<file path="config.mk">
export PLATFORM = sky130hd
export DESIGN_NAME = i2c_master_bit_sequencer_flat
export DESIGN_NICKNAME = d
export VERILOG_FILES = /design/src/rtl/i2cms_pkg.sv /design/src/rtl/i2cms_if.sv /design/src/rtl/i2c_master_bit_sequencer.sv /design/src/flat_wrapper.sv
export SDC_FILE = /design/constraint.sdc
export NUM_CORES = 1
export LEC_CHECK = 0
export ABC_CLOCK_PERIOD_IN_PS = 3050
export BUFFER_PORTS_ARGS = -buffer_cell sky130_fd_sc_hd__buf_2
export CORE_MARGIN = 2
export CORE_UTILIZATION = 50
export DETAILED_ROUTE_END_ITERATION = 12
export PLACE_DENSITY = 0.72
export SYNTH_ARGS = -nofsm -noshare
export SYNTH_HDL_FRONTEND = slang
export SYNTH_SLANG_ARGS = --single-unit
</file>
<file path="constraint.sdc">
create_clock -name clk -period 3.05 [get_ports clk]
set_input_delay 0 -clock clk [delete_from_list [all_inputs] [get_ports clk]]
set_output_delay 0 -clock clk [all_outputs]
set_load 0.01 [all_outputs]
</file>
<file path="src/rtl/i2cms_pkg.sv">
`timescale 1ns / 1ps
`default_nettype none

package i2cms_pkg;

  // Command codes carried by req_type
  localparam logic [2:0] CMD_NONE  = 3'd0;
  localparam logic [2:0] CMD_START = 3'd1;
  localparam logic [2:0] CMD_STOP  = 3'd2;
  localparam logic [2:0] CMD_WRITE = 3'd3;
  localparam logic [2:0] CMD_READ  = 3'd4;
  localparam logic [2:0] CMD_ACK   = 3'd5;

  // Configuration register indexes
  localparam logic [1:0] REG_LONG_HOLD  = 2'd0;
  localparam logic [1:0] REG_SHORT_HOLD = 2'd1;
  localparam logic [1:0] REG_ACK_LIMIT  = 2'd2;

  localparam int HOLD_W  = 10;
  localparam int LIMIT_W = 8;
  localparam int CFG_W   = 10;

  localparam logic [HOLD_W-1:0]  LONG_HOLD_RST  = 10'd10;
  localparam logic [HOLD_W-1:0]  SHORT_HOLD_RST = 10'd5;
  localparam logic [LIMIT_W-1:0] ACK_LIMIT_RST  = 8'd200;

  // Bits per byte
  localparam logic [3:0] BYTE_BITS = 4'd8;

  // Sequencer phase codes
  localparam logic [3:0] PH_IDLE    = 4'd0;
  localparam logic [3:0] PH_ST_A    = 4'd1;
  localparam logic [3:0] PH_ST_B    = 4'd2;
  localparam logic [3:0] PH_SP_A    = 4'd3;
  localparam logic [3:0] PH_SP_B    = 4'd4;
  localparam logic [3:0] PH_AK_A    = 4'd5;
  localparam logic [3:0] PH_AK_B    = 4'd6;
  localparam logic [3:0] PH_WR_H    = 4'd7;
  localparam logic [3:0] PH_WR_L    = 4'd8;
  localparam logic [3:0] PH_WR_REL  = 4'd9;
  localparam logic [3:0] PH_WR_CLK  = 4'd10;
  localparam logic [3:0] PH_WR_FALL = 4'd11;
  localparam logic [3:0] PH_RD_H    = 4'd12;
  localparam logic [3:0] PH_RD_L    = 4'd13;
  localparam logic [3:0] PH_RD_END  = 4'd14;

  typedef struct packed {
    logic [2:0] req_type;
    logic [7:0] tx_byte;
    logic       ack_level;
    logic       sda_sample;
  } in_item_t;

  typedef struct packed {
    logic       scl_level;
    logic       sda_level;
    logic       sda_drive;
    logic       busy_res;
    logic       done_res;
    logic [7:0] rx_byte;
    logic       no_ack;
  } out_item_t;

  // A zero hold register behaves as a one-tick hold
  function automatic logic [HOLD_W-1:0] seg_hold(input logic [HOLD_W-1:0] h);
    seg_hold = (h == '0) ? HOLD_W'(1) : h;
  endfunction

endpackage

`default_nettype wire

</file>
<file path="src/rtl/i2cms_if.sv">
`timescale 1ns / 1ps
`default_nettype none

interface i2cms_in_if;
  logic                 valid;
  logic                 ready;
  i2cms_pkg::in_item_t  data;

  modport source (output valid, output data, input ready);
  modport sink   (input valid, input data, output ready);
endinterface

interface i2cms_out_if;
  logic                 valid;
  logic                 ready;
  i2cms_pkg::out_item_t data;

  modport source (output valid, output data, input ready);
  modport sink   (input valid, input data, output ready);
endinterface

`default_nettype wire

</file>
<file path="src/rtl/i2c_master_bit_sequencer.sv">
`timescale 1ns / 1ps
`default_nettype none

// Byte-level I2C master sequencer. Every input transaction is one bus tick
// and may carry a command (start, stop, write byte, read byte, send ack);
// every input transaction yields exactly one result transaction with the
// SCL/SDA pin levels, SDA drive enable, busy, a one-tick done pulse, the
// last received byte and the no-ack flag. The block takes one tick per
// clock cycle: the whole tick update is a single pass of logic from the
// state registers into the result register, so the input side stays ready
// whenever the result register is empty or being drained. Hold lengths are
// in ticks (long/short hold registers, zero acts as one); after a written
// byte the slave ACK is re-sampled once per short hold up to the ack wait
// limit. Configuration is written through cfg_wr_en/cfg_index/cfg_data and
// must only change while no command is running.
module i2c_master_bit_sequencer (
  input  wire logic                        clk,
  input  wire logic                        rst,
  input  wire logic                        cfg_wr_en,
  input  wire logic [1:0]                  cfg_index,
  input  wire logic [i2cms_pkg::CFG_W-1:0] cfg_data,
  i2cms_in_if.sink                         in_ch,
  i2cms_out_if.source                      out_ch
);

  // Configuration registers
  logic [i2cms_pkg::HOLD_W-1:0]  long_hold;
  logic [i2cms_pkg::HOLD_W-1:0]  short_hold;
  logic [i2cms_pkg::LIMIT_W-1:0] ack_limit;

  // Sequencer state
  logic [3:0]                    phase,          phase_next;
  logic [2:0]                    active_command, active_command_next;
  logic [3:0]                    bit_index,      bit_index_next;
  logic [7:0]                    shift_reg,      shift_reg_next;
  logic [i2cms_pkg::HOLD_W-1:0]  hold_count,     hold_count_next;
  logic [i2cms_pkg::LIMIT_W-1:0] ack_wait_count, ack_wait_count_next;
  logic                          scl,            scl_next;
  logic                          sda,            sda_next;
  logic                          drive,          drive_next;
  logic                          no_ack_flag,    no_ack_flag_next;
  logic [7:0]                    rx_last,        rx_last_next;
  logic                          done;

  // Result register
  i2cms_pkg::out_item_t          out_q;
  logic                          out_valid;

  logic                          take;
  logic [i2cms_pkg::HOLD_W-1:0]  hold_dec;
  logic [3:0]                    bit_inc;
  logic [i2cms_pkg::HOLD_W-1:0]  long_seg;
  logic [i2cms_pkg::HOLD_W-1:0]  short_seg;
  i2cms_pkg::in_item_t           item;

  assign item         = in_ch.data;
  assign in_ch.ready  = !out_valid || out_ch.ready;
  assign take         = in_ch.valid && in_ch.ready;
  assign out_ch.valid = out_valid;
  assign out_ch.data  = out_q;

  assign long_seg  = i2cms_pkg::seg_hold(long_hold);
  assign short_seg = i2cms_pkg::seg_hold(short_hold);
  assign hold_dec  = (hold_count != '0) ? hold_count - 1'b1 : hold_count;
  assign bit_inc   = bit_index + 1'b1;

  // One tick of the sequencer
  always_comb begin
    phase_next          = phase;
    active_command_next = active_command;
    bit_index_next      = bit_index;
    shift_reg_next      = shift_reg;
    hold_count_next     = hold_count;
    ack_wait_count_next = ack_wait_count;
    scl_next            = scl;
    sda_next            = sda;
    drive_next          = drive;
    no_ack_flag_next    = no_ack_flag;
    rx_last_next        = rx_last;
    done                = 1'b0;

    if (phase == i2cms_pkg::PH_IDLE) begin
      // Idle: pick up a command; unknown codes fall through as no-ops
      unique case (item.req_type)
        i2cms_pkg::CMD_START: begin
          scl_next = 1'b1; sda_next = 1'b1; drive_next = 1'b1;
          phase_next = i2cms_pkg::PH_ST_A; hold_count_next = long_seg;
          active_command_next = item.req_type;
        end
        i2cms_pkg::CMD_STOP: begin
          sda_next = 1'b0; scl_next = 1'b1; drive_next = 1'b1;
          phase_next = i2cms_pkg::PH_SP_A; hold_count_next = long_seg;
          active_command_next = item.req_type;
        end
        i2cms_pkg::CMD_WRITE: begin
          shift_reg_next = item.tx_byte; bit_index_next = '0;
          ack_wait_count_next = '0; no_ack_flag_next = 1'b0;
          sda_next = item.tx_byte[7]; drive_next = 1'b1; scl_next = 1'b1;
          phase_next = i2cms_pkg::PH_WR_H; hold_count_next = long_seg;
          active_command_next = item.req_type;
        end
        i2cms_pkg::CMD_READ: begin
          shift_reg_next = '0; bit_index_next = '0;
          drive_next = 1'b0; scl_next = 1'b1;
          phase_next = i2cms_pkg::PH_RD_H; hold_count_next = short_seg;
          active_command_next = item.req_type;
        end
        i2cms_pkg::CMD_ACK: begin
          sda_next = item.ack_level; drive_next = 1'b1; scl_next = 1'b1;
          phase_next = i2cms_pkg::PH_AK_A; hold_count_next = long_seg;
          active_command_next = item.req_type;
        end
        default: ;
      endcase
    end else begin
      hold_count_next = hold_dec;
      if (hold_dec == '0) begin
        unique case (phase)
          i2cms_pkg::PH_ST_A: begin
            sda_next = 1'b0;
            phase_next = i2cms_pkg::PH_ST_B; hold_count_next = long_seg;
          end
          i2cms_pkg::PH_ST_B: begin
            scl_next = 1'b0; done = 1'b1;
          end
          i2cms_pkg::PH_SP_A: begin
            sda_next = 1'b1;
            phase_next = i2cms_pkg::PH_SP_B; hold_count_next = long_seg;
          end
          i2cms_pkg::PH_SP_B: done = 1'b1;
          i2cms_pkg::PH_AK_A: begin
            scl_next = 1'b0;
            phase_next = i2cms_pkg::PH_AK_B; hold_count_next = long_seg;
          end
          i2cms_pkg::PH_AK_B: done = 1'b1;
          i2cms_pkg::PH_WR_H: begin
            scl_next = 1'b0;
            phase_next = i2cms_pkg::PH_WR_L; hold_count_next = long_seg;
          end
          i2cms_pkg::PH_WR_L: begin
            bit_index_next = bit_inc;
            if (bit_inc < i2cms_pkg::BYTE_BITS) begin
              shift_reg_next = {shift_reg[6:0], 1'b0};
              sda_next = shift_reg[6];
              scl_next = 1'b1;
              phase_next = i2cms_pkg::PH_WR_H; hold_count_next = long_seg;
            end else begin
              drive_next = 1'b0;
              phase_next = i2cms_pkg::PH_WR_REL; hold_count_next = short_seg;
            end
          end
          i2cms_pkg::PH_WR_REL: begin
            scl_next = 1'b1;
            phase_next = i2cms_pkg::PH_WR_CLK; hold_count_next = short_seg;
          end
          i2cms_pkg::PH_WR_CLK: begin
            // ACK sampling: low SDA is an ack, else retry until the limit
            hold_count_next = short_seg;
            if (!item.sda_sample) begin
              scl_next = 1'b0;
              phase_next = i2cms_pkg::PH_WR_FALL;
            end else if (ack_wait_count < ack_limit) begin
              ack_wait_count_next = ack_wait_count + 1'b1;
            end else begin
              no_ack_flag_next = 1'b1;
              scl_next = 1'b0;
              phase_next = i2cms_pkg::PH_WR_FALL;
            end
          end
          i2cms_pkg::PH_WR_FALL: begin
            drive_next = 1'b1; done = 1'b1;
          end
          i2cms_pkg::PH_RD_H: begin
            shift_reg_next = {shift_reg[6:0], item.sda_sample};
            scl_next = 1'b0;
            phase_next = i2cms_pkg::PH_RD_L; hold_count_next = long_seg;
          end
          i2cms_pkg::PH_RD_L: begin
            bit_index_next = bit_inc;
            if (bit_inc < i2cms_pkg::BYTE_BITS) begin
              scl_next = 1'b1;
              phase_next = i2cms_pkg::PH_RD_H; hold_count_next = short_seg;
            end else begin
              drive_next = 1'b1;
              phase_next = i2cms_pkg::PH_RD_END; hold_count_next = long_seg;
            end
          end
          i2cms_pkg::PH_RD_END: begin
            rx_last_next = shift_reg; done = 1'b1;
          end
          default: done = 1'b1;
        endcase
        if (done) begin
          phase_next          = i2cms_pkg::PH_IDLE;
          active_command_next = i2cms_pkg::CMD_NONE;
          hold_count_next     = '0;
        end
      end
    end
  end

  // Configuration writes; an index past the list is dropped
  always_ff @(posedge clk) begin
    if (rst) begin
      long_hold  <= i2cms_pkg::LONG_HOLD_RST;
      short_hold <= i2cms_pkg::SHORT_HOLD_RST;
      ack_limit  <= i2cms_pkg::ACK_LIMIT_RST;
    end else if (cfg_wr_en) begin
      unique case (cfg_index)
        i2cms_pkg::REG_LONG_HOLD:  long_hold  <= cfg_data;
        i2cms_pkg::REG_SHORT_HOLD: short_hold <= cfg_data;
        i2cms_pkg::REG_ACK_LIMIT:  ack_limit  <= cfg_data[i2cms_pkg::LIMIT_W-1:0];
        default: ;
      endcase
    end
  end

  // State advances only on an accepted tick transaction
  always_ff @(posedge clk) begin
    if (rst) begin
      phase          <= i2cms_pkg::PH_IDLE;
      active_command <= i2cms_pkg::CMD_NONE;
      bit_index      <= '0;
      shift_reg      <= '0;
      hold_count     <= '0;
      ack_wait_count <= '0;
      scl            <= 1'b1;
      sda            <= 1'b1;
      drive          <= 1'b1;
      no_ack_flag    <= 1'b0;
      rx_last        <= '0;
    end else if (take) begin
      phase          <= phase_next;
      active_command <= active_command_next;
      bit_index      <= bit_index_next;
      shift_reg      <= shift_reg_next;
      hold_count     <= hold_count_next;
      ack_wait_count <= ack_wait_count_next;
      scl            <= scl_next;
      sda            <= sda_next;
      drive          <= drive_next;
      no_ack_flag    <= no_ack_flag_next;
      rx_last        <= rx_last_next;
    end
  end

  // Result register
  always_ff @(posedge clk) begin
    if (rst) begin
      out_valid <= 1'b0;
    end else if (take) begin
      out_valid <= 1'b1;
    end else if (out_ch.ready) begin
      out_valid <= 1'b0;
    end
  end

  always_ff @(posedge clk) begin
    if (take) begin
      out_q.scl_level <= scl_next;
      out_q.sda_level <= sda_next;
      out_q.sda_drive <= drive_next;
      out_q.busy_res  <= (phase_next != i2cms_pkg::PH_IDLE);
      out_q.done_res  <= done;
      out_q.rx_byte   <= rx_last_next;
      out_q.no_ack    <= no_ack_flag_next;
    end
  end

`ifndef ASSERT_OFF
  // A running command always has a live hold count; idle holds none
  a_hold_live: assert property (@(posedge clk) disable iff (rst)
    (phase != i2cms_pkg::PH_IDLE) == (hold_count != '0))
    else $error("hold count out of step with phase");

  // Active command register tracks busy
  a_cmd_busy: assert property (@(posedge clk) disable iff (rst)
    (phase == i2cms_pkg::PH_IDLE) == (active_command == i2cms_pkg::CMD_NONE))
    else $error("active command out of step with phase");

  // The finishing tick never reports busy
  a_done_idle: assert property (@(posedge clk) disable iff (rst)
    out_valid && out_q.done_res |-> !out_q.busy_res)
    else $error("done reported while busy");

  // Bit counter never runs past one byte
  a_bit_range: assert property (@(posedge clk) disable iff (rst)
    bit_index <= i2cms_pkg::BYTE_BITS)
    else $error("bit index past byte length");
`endif

endmodule

`default_nettype wire
</file>
<file path="src/flat_wrapper.sv">
// flat-port wrapper written by rule: the top's interface ports become plain ports
module i2c_master_bit_sequencer_flat 
  (clk, rst, cfg_wr_en, cfg_index, cfg_data, in_ch_valid, in_ch_data, in_ch_ready, out_ch_valid, out_ch_data, out_ch_ready);
  i2cms_in_if in_ch_i ();
  i2cms_out_if out_ch_i ();
  input  wire logic clk;
  input  wire logic rst;
  input  wire logic cfg_wr_en;
  input  wire logic [1:0] cfg_index;
  input  wire logic [i2cms_pkg::CFG_W-1:0] cfg_data;
  input wire logic [$bits(in_ch_i.valid)-1:0] in_ch_valid;
  input wire logic [$bits(in_ch_i.data)-1:0] in_ch_data;
  output wire logic [$bits(in_ch_i.ready)-1:0] in_ch_ready;
  output wire logic [$bits(out_ch_i.valid)-1:0] out_ch_valid;
  output wire logic [$bits(out_ch_i.data)-1:0] out_ch_data;
  input wire logic [$bits(out_ch_i.ready)-1:0] out_ch_ready;
  assign in_ch_i.valid = in_ch_valid;
  assign in_ch_i.data = in_ch_data;
  assign in_ch_ready = in_ch_i.ready;
  assign out_ch_valid = out_ch_i.valid;
  assign out_ch_data = out_ch_i.data;
  assign out_ch_i.ready = out_ch_ready;
  i2c_master_bit_sequencer u_core (.clk(clk), .rst(rst), .cfg_wr_en(cfg_wr_en), .cfg_index(cfg_index), .cfg_data(cfg_data), .in_ch(in_ch_i), .out_ch(out_ch_i));
endmodule
</file>
Yosys cells after proc, flatten, opt, wreduce, memory -nomap -nowiden
Index checks and enable logic that the tools add are counted.
Operators by class
  bitwise logic cells: 1
  order comparisons: 2
  eq/ne operators: 24
  reduce and logical (&&, ||, !) cells: 33
  add/subtract/negate cells: 3
  muxes and demuxes: 66
Operators by type and width (count)
  2-to-1 mux 8 bit: 12
  2-to-1 mux 10 bit: 8
  2-to-1 mux 4 bit: 10
  one-hot mux 10 bit (4 select lines): 1
  one-hot mux 4 bit (9 select lines): 1
  one-hot mux 8 bit (2 select lines): 2
  logical NOT 10 bit: 3
  equality test 4 bit (second input constant): 7
  2-to-1 mux 1 bit: 24
  one-hot mux 10 bit (2 select lines): 1
  one-hot mux 4 bit (5 select lines): 1
  nonzero test 2 bit: 6
  nonzero test 10 bit: 1
  OR reduction 5 bit: 2
  subtractor 10 x 1 -> 10 bit (second input constant): 1
  OR reduction 9 bit: 1
  adder 8 x 1 -> 8 bit (second input constant): 1
  equality test 4 x 2 -> 1 bit (second input constant): 2
  equality test 4 x 3 -> 1 bit (second input constant): 2
  < comparator 8 bit: 1
  one-hot mux 1 bit (4 select lines): 2
  AND reduction 2 bit: 4
  OR reduction 2 bit: 4
  OR reduction 4 bit: 2
  other kinds (25): 30
Storage, ports and cells
  input port bits: 30
  output and inout bits: 16
  register bits after elaboration: 89
  word-level logic and storage cells: 150

Depth between registers and ports, before layout
  word-level depth: 9
  mapped depth: 11
  depth with buffers taken out: 9

Worst setup path before layout
No wires, ideal clock.
  path kind: register to register
  from: register u_core.hold_count[0] in the netlist's numbering
  to: register u_core.out_q, in the netlist u_core.out_ch.data[1], data pin
  clock period less this slack: 3.179 ns
  cell stages (with the launch flop): 11
  buffers on the path: 2
  setup time: 0.260 ns
  required time: 2.790 ns
  arrival: 2.919 ns
  setup slack: -0.129 ns
  path through: dfxtp_1 > inv_1 > ha_1 > nor3b_1 > a211oi_1 > a2111o_1 > or4_1 > buf_4 > or3_1 > buf_2 > mux2_2
Between the ends
  word-level cells in the longest chain between the ends: 5
  elaborated cells on any way between the ends: 6
  classes of those cells: add/sub: 1; mux: 3; reduce/logical: 2
RTL lines
  start, declared: RTL line i2c_master_bit_sequencer.sv:36  | logic [i2cms_pkg::HOLD_W-1:0] hold_count, hold_count_next;
  start signal, assigned: RTL line i2c_master_bit_sequencer.sv:237  | hold_count <= hold_count_next;
  subtractor 10 x 1 -> 10 bit or nonzero test 10 bit (tied branches): RTL line i2c_master_bit_sequencer.sv:64  | assign hold_dec = (hold_count != '0) ? hold_count - 1'b1 : hold_count;
  2-to-1 mux 10 bit *: RTL line i2c_master_bit_sequencer.sv:64
  logical NOT 10 bit *: RTL line i2c_master_bit_sequencer.sv:117  | if (hold_dec == '0) begin
  2-to-1 mux 8 bit *: RTL line i2c_master_bit_sequencer.sv:117
  2-to-1 mux 8 bit *: RTL line i2c_master_bit_sequencer.sv:82  | if (phase == i2cms_pkg::PH_IDLE) begin
  named net u_core.rx_last_next[0]: RTL line i2c_master_bit_sequencer.sv:42  | logic [7:0] rx_last, rx_last_next;
  end, declared: RTL line i2c_master_bit_sequencer.sv:46  | i2cms_pkg::out_item_t out_q;
The timed path passes the listed nets; every way through them passes the cells marked *.
A chain may end at the register's enable or synchronous reset.

Final worst setup path
  from: register u_core.hold_count[9] in the netlist's numbering
  to: register u_core.shift_reg[3]
Between the ends
  word-level cells in the longest chain between the ends: 5
  elaborated cells on any way between the ends: 6
  classes of those cells: add/sub: 1; mux: 1; reduce/logical: 4
RTL lines
  subtractor 10 x 1 -> 10 bit or nonzero test 10 bit (tied branches): RTL line i2c_master_bit_sequencer.sv:64
  2-to-1 mux 10 bit *: RTL line i2c_master_bit_sequencer.sv:64
  logical NOT 10 bit *: RTL line i2c_master_bit_sequencer.sv:117
  nonzero test 2 bit (no source line) *
  AND reduction 5 bit (no source line) *
  end signal, assigned: RTL line i2c_master_bit_sequencer.sv:236  | shift_reg <= shift_reg_next;
  end, declared: RTL line i2c_master_bit_sequencer.sv:35  | logic [7:0] shift_reg, shift_reg_next;
Every way passes the cells marked *; elsewhere a longest branch is shown, timed or not.

==> results_dict.tcl <==
set metrics [dict create \
    status "finished clean" \
    worst_pin_slew_ps 1060 \
    synth_xor_xnor_area_share_pct 0.861 \
    finalNetCount 730 \
    ioPinCount 46 \
    holdCritStartpoint "in_ch_data[8]" \
    whs_path_depth 3 \
    die_area_mm2 0.0110 \
    muxShareOfSynthArea_pct 9.52 \
    fin_area_mm2 0.00629 \
    cts_made_buffers 9 \
    clock_latency_ps 380 \
    reg2reg_to "u_core.shift_reg[3]" \
    detail-route-antenna-nets 0 \
    yosys.area_share.simple_pct 20.7 \
    htreeDepth 3 \
    hold_path_class "primary input to register" \
    synth_async_sr_flop_share_pct 0 \
    grt_pass1_wl_mm 22.6 \
    ys_seq_elements 89 \
    rr_startpoint "u_core.hold_count[9]" \
    path_clk_slew_ps 90 \
    drcViolationCount 0 \
    insertedDiodeCount 0 \
    rsz0062_at_grt "yes" \
    grtUsageMet1_pct 34.0 \
    dp_hpwl_mm 10.0 \
    die_w_um 105 \
    root_buffer "clkbuf_8" \
    totalWireLength_mm 14.3 \
    rr_worst_depth 10 \
    syn2layout_area_growth_pct 23.7 \
    avgSynthCellArea_um2 8.52 \
    ys_types 70 \
    min_period_ps 3000 \
    port-buffer-count 45 \
    path_max_fanout 6 \
    place_area_mm2 0.00568 \
    drv_cap 0 \
    die_height_um 105 \
    finalSetupViolations 0 \
    synthAdderAreaFrac_pct 2.95 \
    met3_usage_pct 3.99 \
    drt_iter0_drc 605 \
    syn_inst 597 \
    antenna_found_initial 0 \
    layout_commonest_cell "nor2_1" \
    firstDrtPassIters 6 \
    r2r_setup_slack_ps 50 \
    synth_nets 639 \
    final_cell_mix "nor2_1, dfxtp_1, nand2_1" \
    crit_path_end_kind "register" \
    grt-ovfl-total 0 \
    rows 36 \
    start_util_pct 51.8 \
    final_hold_viol_count 0 \
    irDropWorstVdd_mv 0.301 \
    drive_above_1_share_pct 24.7 \
    via_count 4940 \
    synth_compound_area_share_pct 23.1 \
    whs_endpoint "u_core.shift_reg[6]" \
    fillers 879 \
    gp_congestion 0.972 \
    power_density_mw_per_mm2 524 \
    synth-edff-count 14 \
    largest_reg_flops 14 \
    max-slew-margin-rel_pct 28.9 \
    setup-tns-final_ps 0 \
    timing.fmax_mhz 333 \
    vias_per_cell 5.98 \
    tritoncts "done" \
    power_leakage_nw 2.56 \
    core_mm2 0.00982 \
    top_usage_layer "met2" \
    cts_buffer_depth 2 \
    required_ps 3310 \
    finClkSkew_ps 13.6 \
    grt_max_degree 30 \
    clock_sinks 89 \
    yosys_warnings 0 \
    ys.flop_type "dfxtp_1" \
    synth_top_family_by_area "compound AO/OA/AOI/OAI gates" \
    syn_area_mm2 0.00509 \
    wl_per_cell_um 17.3 \
    crit_arrival_ps 3260 \
    seq_area_frac_synth_pct 37.8 \
    grt_pass1_vias 4596 \
    met2_usage_pct 41.4 \
    critPathKind "register to register" \
    fin_crit_sh_pct 98.4 \
    final-max-slew-violation-count 0 \
    start_kind "register" \
    grt_use_total_pct 25.4 \
]
## power by group
group	total [W]	switching, W	internal [W]
Clock	0.000861	0.000435	0.000426
Sequential	0.00132	0.0000635	0.00126
Combinational	0.00112	0.000621	0.000496
Total	0.00330	0.00112	0.00218
## layout make-up
class                   count  area (um^2)  share of cell area (%)
clock buffers              12          155                    2.47
clock inverters             4         50.0                   0.795
inverters                  24         90.1                    1.43
multi-input cells         447         3060                    48.7
flip-flops and latches     89         1930                    30.6
well taps                 133          166                    2.64
repair buffers            117          842                    13.4
## worst max-delay path by stage
stage,slack [ps],start,cells after the start,endpoint
after floorplan,30,u_core.hold_count[0],10,u_core.out_ch.data[1]
after global placement,70,u_core.hold_count[0],11,u_core.shift_reg[2]
after detailed placement,-30,u_core.hold_count[0],11,u_core.shift_reg[3]
after CTS,30,u_core.hold_count[0],11,u_core.shift_reg[3]
after global routing,-20,u_core.hold_count[1],12,u_core.shift_reg[1]
final,50,u_core.hold_count[9],10,u_core.shift_reg[3]
## critical path, cell delays in order, from the launching register on
cell and delay, ps:
dfxtp_1 360, or4_4 550, o41ai_2 220, mux2i_1 140, or4_4 570, buf_8 160
a2111oi_4 420, buf_6 170, buf_6 130, buf_6 100, a211oi_2 50
## metrics by stage
step	worst slack, ps	utilization, %	hold slack (ps)	cells	total power, W
after CTS	32.3	61.6	1.71	816	0.00315
after detailed placement	-27.1	57.9	257	784	0.00228
after floorplan	31.9	-	118	597	0.00194
after global placement	70.3	57.9	246	784	0.00227
final	48.3	64.1	3.27	826	0.00330
after global routing	-22.8	64.1	18.1	826	0.00345
## Yosys cell counts, types with 8 or more instances
cell type | count | area, um^2
a22o_1 | 9 | 78.8
nand2_1 | 49 | 184
a21oi_1 | 34 | 170
mux2_2 | 11 | 124
dfxtp_1 | 75 | 1500
inv_1 | 22 | 82.6
nor3_1 | 22 | 110
a211oi_1 | 18 | 135
or3_1 | 8 | 50.1
a31oi_1 | 12 | 75.1
mux2i_1 | 36 | 360
ha_1 | 12 | 150
nand3_1 | 11 | 55.1
nor2_1 | 84 | 315
clkbuf_1 | 28 | 105
edfxtp_1 | 14 | 420
o21ai_0 | 22 | 110
nor4_1 | 9 | 56.3
a21o_1 | 9 | 67.6
a22oi_1 | 11 | 82.6
## logic make-up (layout without fill, tap and decap cells)
group / count (synthesis) / after routing
XOR/XNOR: 5 / 5
AO/OA/AOI/OAI: 164 / 164
buffers and inverters: 61 / 157
multiplexers: 47 / 47
AND/OR/NAND/NOR: 219 / 219
flip-flops: 89 / 89
adder cells (fa/ha/maj): 12 / 12
## metal layers
layer | vias to the layer above | routed length, um
li1 | 2389 | -
met1 | 2343 | 6360
met2 | 179 | 6840
met3 | 29 | 870
met4 | 0 | 245
met5 | - | 0
## repair_timing
item	4_1_cts	5_1_grt
setup buffers	2	10
cloned	0	0
endpoints found under the setup margin	7	31
hold buffers	14	0
gates resized for setup	3	37
pin swaps	0	16
hold endpoints to repair	31	0
(Power assumes the default switching activity.)
